### src/rtl/core/mme_pkg.sv
// Shared constants, codes and types of the matrix multiply engine.
package mme_pkg;

	localparam int MAX_DIM_DEF   = 16;
	localparam int ELEM_BITS_DEF = 16;

	localparam int ACTION_BITS  = 2;
	localparam int INDEX_BITS   = 4;
	localparam int VALUE_BITS   = 16;
	localparam int SUM_BITS     = 36;
	localparam int CFG_BITS     = 5;
	localparam int CFG_IDX_BITS = 2;

	localparam logic [ACTION_BITS-1:0] ACT_WRITE_A = 2'd0;
	localparam logic [ACTION_BITS-1:0] ACT_WRITE_B = 2'd1;
	localparam logic [ACTION_BITS-1:0] ACT_READ    = 2'd2;

	localparam logic [CFG_IDX_BITS-1:0] REG_ROWS_A     = 2'd0;
	localparam logic [CFG_IDX_BITS-1:0] REG_INNER_SIZE = 2'd1;
	localparam logic [CFG_IDX_BITS-1:0] REG_COLS_B     = 2'd2;

	localparam logic [CFG_BITS-1:0] CFG_RESET = 5'd16;

	typedef struct packed {
		logic clear;
		logic valid;
	} mac_ctrl_t;

endpackage

### src/rtl/core/mme_mac.sv
// Shared multiply-accumulate unit: registered product, then a wrapping accumulator.
module mme_mac #(
	parameter int ELEM_BITS = mme_pkg::ELEM_BITS_DEF
) (
	input  logic                                clk,
	input  logic                                arst_n,
	input  mme_pkg::mac_ctrl_t                  ctrl,
	input  logic signed [ELEM_BITS-1:0]         a,
	input  logic signed [ELEM_BITS-1:0]         b,
	output logic signed [mme_pkg::SUM_BITS-1:0] acc,
	output logic                                busy
);
	import mme_pkg::*;

	logic signed [2*ELEM_BITS-1:0] prod_s2;
	logic                          valid_s2;
	logic signed [SUM_BITS-1:0]    acc_q;

	always_ff @(posedge clk) begin
		if (ctrl.valid) begin
			prod_s2 <= a * b;
		end
	end

	always_ff @(posedge clk or negedge arst_n) begin
		if (!arst_n) begin
			valid_s2 <= 1'b0;
			acc_q    <= '0;
		end else begin
			valid_s2 <= ctrl.valid;
			if (ctrl.clear) begin
				acc_q <= '0;
			end else if (valid_s2) begin
				acc_q <= acc_q + SUM_BITS'(prod_s2);
			end
		end
	end

	assign acc  = acc_q;
	assign busy = valid_s2;

endmodule

### config.mk
export PLATFORM = sky130hd
export DESIGN_NAME = mme_mac
export DESIGN_NICKNAME = d
export VERILOG_FILES = /design/src/rtl/core/mme_pkg.sv /design/src/rtl/core/mme_mac.sv
export SDC_FILE = /design/constraint.sdc
export NUM_CORES = 1
export LEC_CHECK = 0
export BUFFER_PORTS_ARGS = -buffer_cell sky130_fd_sc_hd__buf_2
export CORE_ASPECT_RATIO = 0.7
export CORE_MARGIN = 2
export CORE_UTILIZATION = 65
export DETAILED_ROUTE_END_ITERATION = 10
export HOLD_SLACK_MARGIN = 0.02
export MAX_ROUTING_LAYER = met4
export PLACE_DENSITY = 0.92
export SYNTH_ARGS = -nofsm -noshare
export SYNTH_HDL_FRONTEND = slang
export SYNTH_SLANG_ARGS = --single-unit
### constraint.sdc
create_clock -name clk -period 4.2 [get_ports clk]
set_clock_uncertainty 0.05 [all_clocks]
set_input_delay 0.63 -clock clk [delete_from_list [all_inputs] [get_ports clk]]
set_output_delay 0.63 -clock clk [all_outputs]
set_load 0.02 [all_outputs]
==> metrics.txt <==
hold crit path type primary input to asynchronous set/reset pin; gr ovfl total 0; f_max 157 MHz; Placer Congestion 0.987; CP Capture Type register; clk sinks 69; area grow syn2layout 25.6%; Setup violations, final 25; final WL 52.5 mm; CTS Buf Count 9; Tot GR Track Use 42.7%; vias in the first global route 13,174; number of DRC markers in iteration 0 1,899; Starting Density 66.7%; # hold bufs at CTS 0; Max H-tree Level 3; Syn Nets 1,888; slowest library cell on the worst path fa_1; layout cell share with drive strength beyond 1 27.6%; CP max FO 6; clock slew at reported path FFs 60 ps; DP Cell Count 1,937; worst setup path class primary input to register; I/O pin cnt 73; Port Buffer Count 72; max-cap violation count 0; area of the die 0.0226 sq mm; fin crit share 152%; final max-slew violation count 0; Final ANT Viol Nets 0; final non-filler cell total 1,988; Die X-Extent 179 um; Via density 6.69; RSZ-0062 raised after global routing yes; die height 126 um; sequential fraction of the synthesis area 13.5%; Max stage delay on crit path 610 ps; # DRC 0; first-pass GRT wire length 70.8 mm; relative slew slack 44.4%; final worst slack -2180 ps; Yosys top cell area share 37.8%; crit-path leading delay family adder cells; HPWL after detailed placement 33.4 mm; TritonRoute pass-1 iters 6; Buf/Inv on CP 10; CP Data Required Time 4250 ps; CTS tree done; row count 44; total core area 0.0209 sq mm; status finished, violations left; Clock Latency Late Sink 350 ps; synthesis warning total 0; top cells by area, synth fa_1 (38%), ha_1 (11%), inv_1 (8.6%); deepest clock path buffer count 2; CP most frequent cell fa_1; initial antenna violation count 1; Post-synth EDFFs 32; CP Data Arrival Time 6430 ps; Async S/R FF share, synth 53.6%; synthesized area 0.0139 sq mm; CTS root buffer clkbuf_16; WL per Instance 26.4 um; failing checks setup timing; Final Hold Viols 0; largest net degree at the start of global routing 38; post-synthesis sequential element count 69; Critical Path Source Type primary input; cell count after synthesis 1,472; Synth cell types 62; Avg Cell Area, Syn 9.46 sq um; most area-hungry cell type in the Yosys netlist fa_1; top_reg_cell synth dfrtp_1; Vias 13,302; # nets final 2,123; Slew @ Worst Pin 834 ps; fin crit period 6380 ps
## through the flow
stage | worst slack, ps | setup TNS, ps | cell area (sq um) | hold slack [ps] | util (%)
6_report | -2180 | -37310 | 17500 | 335 | 83.8
5_1_grt | -2140 | -38220 | 17500 | 419 | 83.8
4_1_cts | -1610 | -28340 | 17000 | 368 | 81.5
3_5_place_dp | -2170 | -41850 | 16000 | 480 | 76.7
3_3_place_gp | -1900 | -35900 | 16000 | 461 | 76.7
2_1_floorplan | -1630 | -25950 | 14400 | 284 | -
## cells by family after synthesis
kind of cell             after synthesis  synth area share, %
AND/OR/NAND/NOR                      414                 14.7
adder cells (fa/ha/maj)              380                 48.3
buffers and inverters                361                 9.73
AO/OA/AOI/OAI                        161                 8.00
flip-flops                            69                 13.5
XOR/XNOR                              63                 3.96
multiplexers                          24                 1.72
## final timing paths
path	from	end	slack (ps)	cells past startpoint
worst max register to register	acc[0]	acc[28]	800	12
worst min-delay path	arst_n	acc[4]	330	1
min in group clk	acc[34]	acc[34]	490	1
worst min register to register	acc[34]	acc[34]	490	1
max in group asynchronous	arst_n	acc[24]	3240	1
worst max-delay path	b[7]	prod_s2[18]	-2180	27
## cells in the final DEF, fill, tap and decap left out, types with 4 or more instances in the layout
cell type / instances
clkbuf_16: 12
fa_1: 244
nor3_1: 11
nor2_1: 63
a22o_1: 4
nor2_2: 6
nand2_1: 127
nand2_2: 13
fa_2: 19
and2_1: 101
and3_1: 8
ha_2: 7
buf_4: 160
buf_2: 46
buf_6: 38
xnor2_1: 42
a21o_1: 27
dfrtp_1: 37
o21ai_2: 7
buf_12: 15
o21ai_1: 5
inv_1: 277
o21bai_1: 8
ha_1: 95
and2_4: 26
nand2b_1: 10
xor2_1: 18
a21oi_1: 29
o21ai_0: 11
ha_4: 15
inv_2: 41
nand3_1: 9
a21oi_2: 14
mux2i_1: 24
a21oi_4: 7
a211o_1: 5
edfxtp_1: 32
nor2b_1: 4
## routing by layer
metal / GRT usage (%) / share of wire, % / vias up
li1: - / - / 5031
met1: 51.3 / 33 / 6252
met2: 65.5 / 43 / 1472
met3: 11.5 / 14 / 547
met4: 24.3 / 10 / 0
met5: - / 0 / -
## cells in the mapped netlist, types with 18 or more instances
cell      instances
clkbuf_1         41
nand2_1         142
mux2i_1          24
dfrtp_1          37
o21ai_0          22
edfxtp_1         32
xor2_1           18
ha_1            117
nor2_1           72
a21oi_1          47
and2_1          127
inv_1           319
fa_1            263
a21o_1           27
xnor2_1          45
## flip-flops by register name (all words and copies together), names as in the netlist
name     flops
acc         36
busy         1
prod_s2     32
## layout make-up
type | count | area [sq um]
multi-input cells | 1042 | 11400
diodes | 1 | 2.50
flip-flops and latches | 69 | 1890
clock inverters | 5 | 51.3
repair buffers | 266 | 2340
fillers | 884 | 3380
clock buffers | 10 | 239
inverters | 319 | 1200
well taps | 276 | 345
## repair_timing
action | 4_1_cts | 5_1_grt
gates cloned | 3 | 3
buffers inserted | 15 | 23
endpoints found under the setup margin | 25 | 25
pin swaps | 65 | 65
resized for setup | 165 | 88
Power is left out: the tool's default activity adds up to more than one toggle a clock period on the data nets, which glitch-free logic cannot reach.
