==> src/rtl/core/mme_ram.sv <==
// Generic single-write, single-read RAM with registered read data.
module mme_ram #(
	parameter int WIDTH = 16,
	parameter int DEPTH = 256
) (
	input  logic                     clk,
	input  logic                     we,
	input  logic [$clog2(DEPTH)-1:0] waddr,
	input  logic [WIDTH-1:0]         wdata,
	input  logic                     re,
	input  logic [$clog2(DEPTH)-1:0] raddr,
	output logic [WIDTH-1:0]         rdata
);

	logic [WIDTH-1:0] mem [DEPTH];

	always_ff @(posedge clk) begin
		if (we) begin
			mem[waddr] <= wdata;
		end
		if (re) begin
			rdata <= mem[raddr];
		end
	end

endmodule

==> config.mk <==
export PLATFORM = sky130hd
export DESIGN_NAME = mme_ram
export DESIGN_NICKNAME = d
export VERILOG_FILES = /design/src/rtl/core/mme_ram.sv
export SDC_FILE = /design/constraint.sdc
export NUM_CORES = 2
export LEC_CHECK = 0
export BUFFER_PORTS_ARGS = -buffer_cell sky130_fd_sc_hd__buf_2
export CORE_UTILIZATION = 55
export CTS_CLUSTER_SIZE = 12
export DETAILED_ROUTE_END_ITERATION = 6
export PLACE_DENSITY_LB_ADDON = 0.1
export SKIP_CTS_REPAIR_TIMING = 1
export SYNTH_ARGS = -nofsm -noshare
export SYNTH_HDL_FRONTEND = slang
export SYNTH_SLANG_ARGS = --single-unit
==> constraint.sdc <==
create_clock -name clk -period 2.7 [get_ports clk]
set_input_delay 0.54 -clock clk [delete_from_list [all_inputs] [get_ports clk]]
set_output_delay 0.54 -clock clk [all_outputs]
set_load 0.1 [all_outputs]
==> flow_results.org <==
** Outcome
- The run finished, with violations left.
- The final reports fail on setup timing.

** Final layout
- Layout cell share with drive strength beyond 1 :: a little under a third
- Area of combinational cells with multiple inputs :: roughly 0.033 sq mm
- Number of cells in the finished layout apart from fillers :: between 10000 and 15000
- Area delta synth->final :: 17.2%
- Number of filler cells placed in the layout :: approximately 19000
- Final #Nets :: ~8500
- FF+latch area :: approximately 0.12 sq mm
- Once layout is complete, the utilization of the core stands at 65.1%.
- After routing the design area is around 0.19 sq mm.

** Setup path
- Data arrival time at the worst-slack endpoint :: about 3400 ps
- At the worst endpoint, the required time is around 3400 ps.
- Category of the most critical setup path :: primary input to flip-flop
- Capturing element type of the critical path :: flip-flop
- Most prevalent standard cell on the critical path :: buf_4
- CP Buf/Inv Count :: 5
- Slowest stage delay, CP :: between 600 and 700 ps
- In this design, the largest share of critical-path delay is due to buffers and inverters.
- Of all nets on the critical path, the largest fanout is 36.
- Cell with the largest stage delay on the worst path :: buf_4
- Walking the worst path, the cells encountered are buf_8 -> or2_4 -> buf_4 -> buf_4 -> o221ai_1 -> buf_4 -> a21oi_1 -> nor2_1 -> buf_4 -> nand4_1 -> nor4_1.
- The worst setup path is launched from a primary input.

** Timing
- Fmax :: roughly 360 MHz
- The number of hold violations in the final report came to 0.
- Headroom to the max-slew limit came out at a little over a third.
- Final hold analysis gives a worst-case slack of around 26 ps.
- Setup violations remaining at the end of the flow were counted as 3.
- Count of pins over their slew limit :: 0
- On the final layout, the worst clock skew is 30.3 ps.
- The worst path in the final design needs a cycle of about 2700 ps, including I/O delays and setup.
- Setup slack after layout :: -40.4 ps
- Pin slew with the least headroom to its limit :: approximately 980 ps
- Setup repair after global routing could not meet its margin everywhere.
- Final worst path period share :: 101%

** Power
- Cell internal power was estimated by the tool at 103 mW.
- Clock group share of total power :: 40.2%
- Power comes to roughly 130 mW.
- Registers are responsible for a little over half of the overall power.
- Net switching is between 20 and 25% of the power.
- Maximum vdd ir drop :: between 0.6 and 0.7 mV
- Switch Pwr :: 28.4 mW
- Total power per unit cell area :: 704 mW/mm^2
- Combinational Power Share :: approximately 6.0%
- Summed over all cells, the static leakage comes to ~60 nW.

** Hold path
- The path class of the tightest hold or removal check is primary input to flip-flop.

** Synthesis
- For this run, the leading register cell type out of synthesis is edfxtp_1.
- Sequential area share after synthesis :: 77.7%
- Per-instance average area after synthesis :: between 20 and 25 sq um
- Post-synth ARST share :: 0%
- Number of enable flip-flop cells after synthesis :: 4112
- Number of distinct library cells after synthesis :: slightly above 50
- Synthesis produced a netlist with a net count of approximately 7400.
- Synth Warn # :: 0
- Counting every instance in the synthesized netlist gives approximately 7400.
- Flip-flop and latch count after synthesis :: a little over 4000
- Summing every instance area after synthesis gives 0.159 sq mm.

** Detailed routing
- Dividing the detail-routed via count by the number of cells gives around 6.5.
- After detailed routing, the average wire length per cell comes to between 30 and 40 microns.
- The pre-antenna-repair detailed-routing pass consisted of 5 iterations.
- Across all layers, the routed design uses around 82000 vias.
- Detailed router's first-iteration violation count :: between 10000 and 15000
- After detailed routing, the number of remaining DRC violations is 0.
- Final wirelength :: approximately 430000 microns
- Number of nets with antenna violations after routing :: 0

** Clock network
- After clock tree synthesis, the clock-pin slew on the worst setup and hold paths is ~60 ps.
- Max H-tree Level :: 5
- The clock passes through at most 4 buffers.
- In this run, CTS created clock tree buffers numbering about 420.
- The later pin in the worst-skew pair is clocked with a latency of between 900 and 1000 ps.
- TritonCTS built the clock tree.
- Clock tree root buffer cell :: clkbuf_16
- Counting every sink on the clock net gives between 4000 and 5000.

** Floorplanning
- The floorplan step defined a die boundary enclosing about 0.29 sq mm.
- The core region is around 0.29 sq mm.
- I/O pin total :: 51
- Once the floorplan was initialized, standard cells occupied around 56% of the core.
- Overall die width :: ~540 microns
- After floorplanning, the core was divided into approximately 200 placement rows.
- Measured along the y axis, the die boundary spans about 540 microns.

** Global route
- Congestion Overflow GR :: 0
- Vias in the first global route :: 80700
- Initial antenna violation count :: 22
- Entering global routing, the biggest net connects about 100 pins.
- The first global-routing pass estimated roughly 610000 microns of wire.
- Total Routing Usage GR :: about 30%

** Job
- Max-Cap Viols :: 0

** Place
- Routability-driven placement finished with a final weighted congestion of 0.906.
- Summing all placed instances gives a cell area of between 0.15 and 0.2 sq mm.
- Number of placed instances, taps included :: roughly 12000
- Detailed placement ended at an HPWL of 274000 microns.
- The count of buffers added on input and output ports is 50.
## cells in the final DEF, fill, tap and decap left out, drive strengths merged, types with 92 or more instances in the layout
cell type,netlist,routed
o22ai,148,148
buf,222,1133
edfxtp,4112,4112
mux2i,565,565
o221ai,253,253
nor2,304,304
a21oi,175,175
clkinv,0,146
clkbuf,230,543
nor3,92,92
mux4,797,797
## registers in the layout (all words and copies together), names as in the netlist
| name | flops |
|---|---|
| mem | 4096 |
| rdata | 16 |
## metrics by stage
step,setup TNS [ps],setup slack (ps)
after floorplan,-1350,-5.00
after global placement,-17270,-1490
after detailed placement,-17200,-1490
after CTS,-3280,-605
after global routing,-8.64,-6.64
final,-48.0,-40.4
## layout make-up
class,count,area share (%)
clock buffer,542,5.95
tap,3762,2.53
multi-input combinational,2792,17.8
antenna,10,0.0134
clock inverter,166,0.575
timing repair buffer,1139,6.79
sequential,4112,66.3
inverter,4,0.0148
## routing by layer
layer	track usage, %	up-vias	share of wire, %
li1	-	33500	-
met1	43.4	43800	40
met2	47.0	3978	48
met3	5.74	684	9.3
met4	8.55	10	3.1
met5	0	-	0.015
## power by group through the flow
stage	logic (mW)	clock network [mW]	registers, mW
CTS	7.83	53.3	70.5
finish	7.92	52.6	70.5
global route	8.20	55.7	70.5
global placement	7.70	0	71.8
detailed placement	7.81	0	71.8
floorplan	3.49	0	72.0
## cell usage after synthesis, types with 17 or more instances
cell	number	area, sq um
nand3_1	35	175
buf_2	76	380
nor3_1	92	460
a22o_1	32	280
a211oi_1	18	135
o21ai_0	37	185
nor2_1	304	1140
mux2i_1	565	5660
a221oi_1	28	245
a21oi_1	175	876
nor4_1	17	106
o22ai_1	148	926
mux2_2	88	991
mux4_2	797	17900
o221ai_1	252	2210
a22oi_1	43	323
nand4_1	26	163
buf_4	26	195
buf_6	77	867
clkbuf_1	230	863
edfxtp_1	4112	123000
nand2_1	38	143
o32ai_1	20	175
buf_1	27	101
## path summary, 6_finish.rpt
check                                            start                     end  slack (ps)  cells after the start
worst max-delay path                          raddr[1]      rdata[0]$_DFFE_PP_         -40                     11
worst min-delay path                         wdata[11]  mem[126][11]$_DFFE_PP_          30                      1
worst max register to register    mem[55][9]$_DFFE_PP_      rdata[9]$_DFFE_PP_          10                      6
worst min register to register  mem[234][14]$_DFFE_PP_     rdata[14]$_DFFE_PP_        1220                      6
## cell families (layout without fill, tap and decap cells)
group | Yosys count | after routing | share of synthesized area, %
flops | 4112 | 4112 | 77.7
mux | 1450 | 1450 | 15.5
compound gates | 786 | 786 | 3.53
simple gates | 556 | 556 | 1.57
buf+inv | 456 | 1851 | 1.69
other cells | 0 | 10 | 0
## worst register-to-register path, delay by kind of cell (launching register included)
kind,cells,cell delay [ps]
flip-flops,1,370
AO/OA/AOI/OAI,2,760
buffers and inverters,1,230
multiplexers,2,1030
AND/OR/NAND/NOR,1,70
Power figures use the tool's default switching activity.
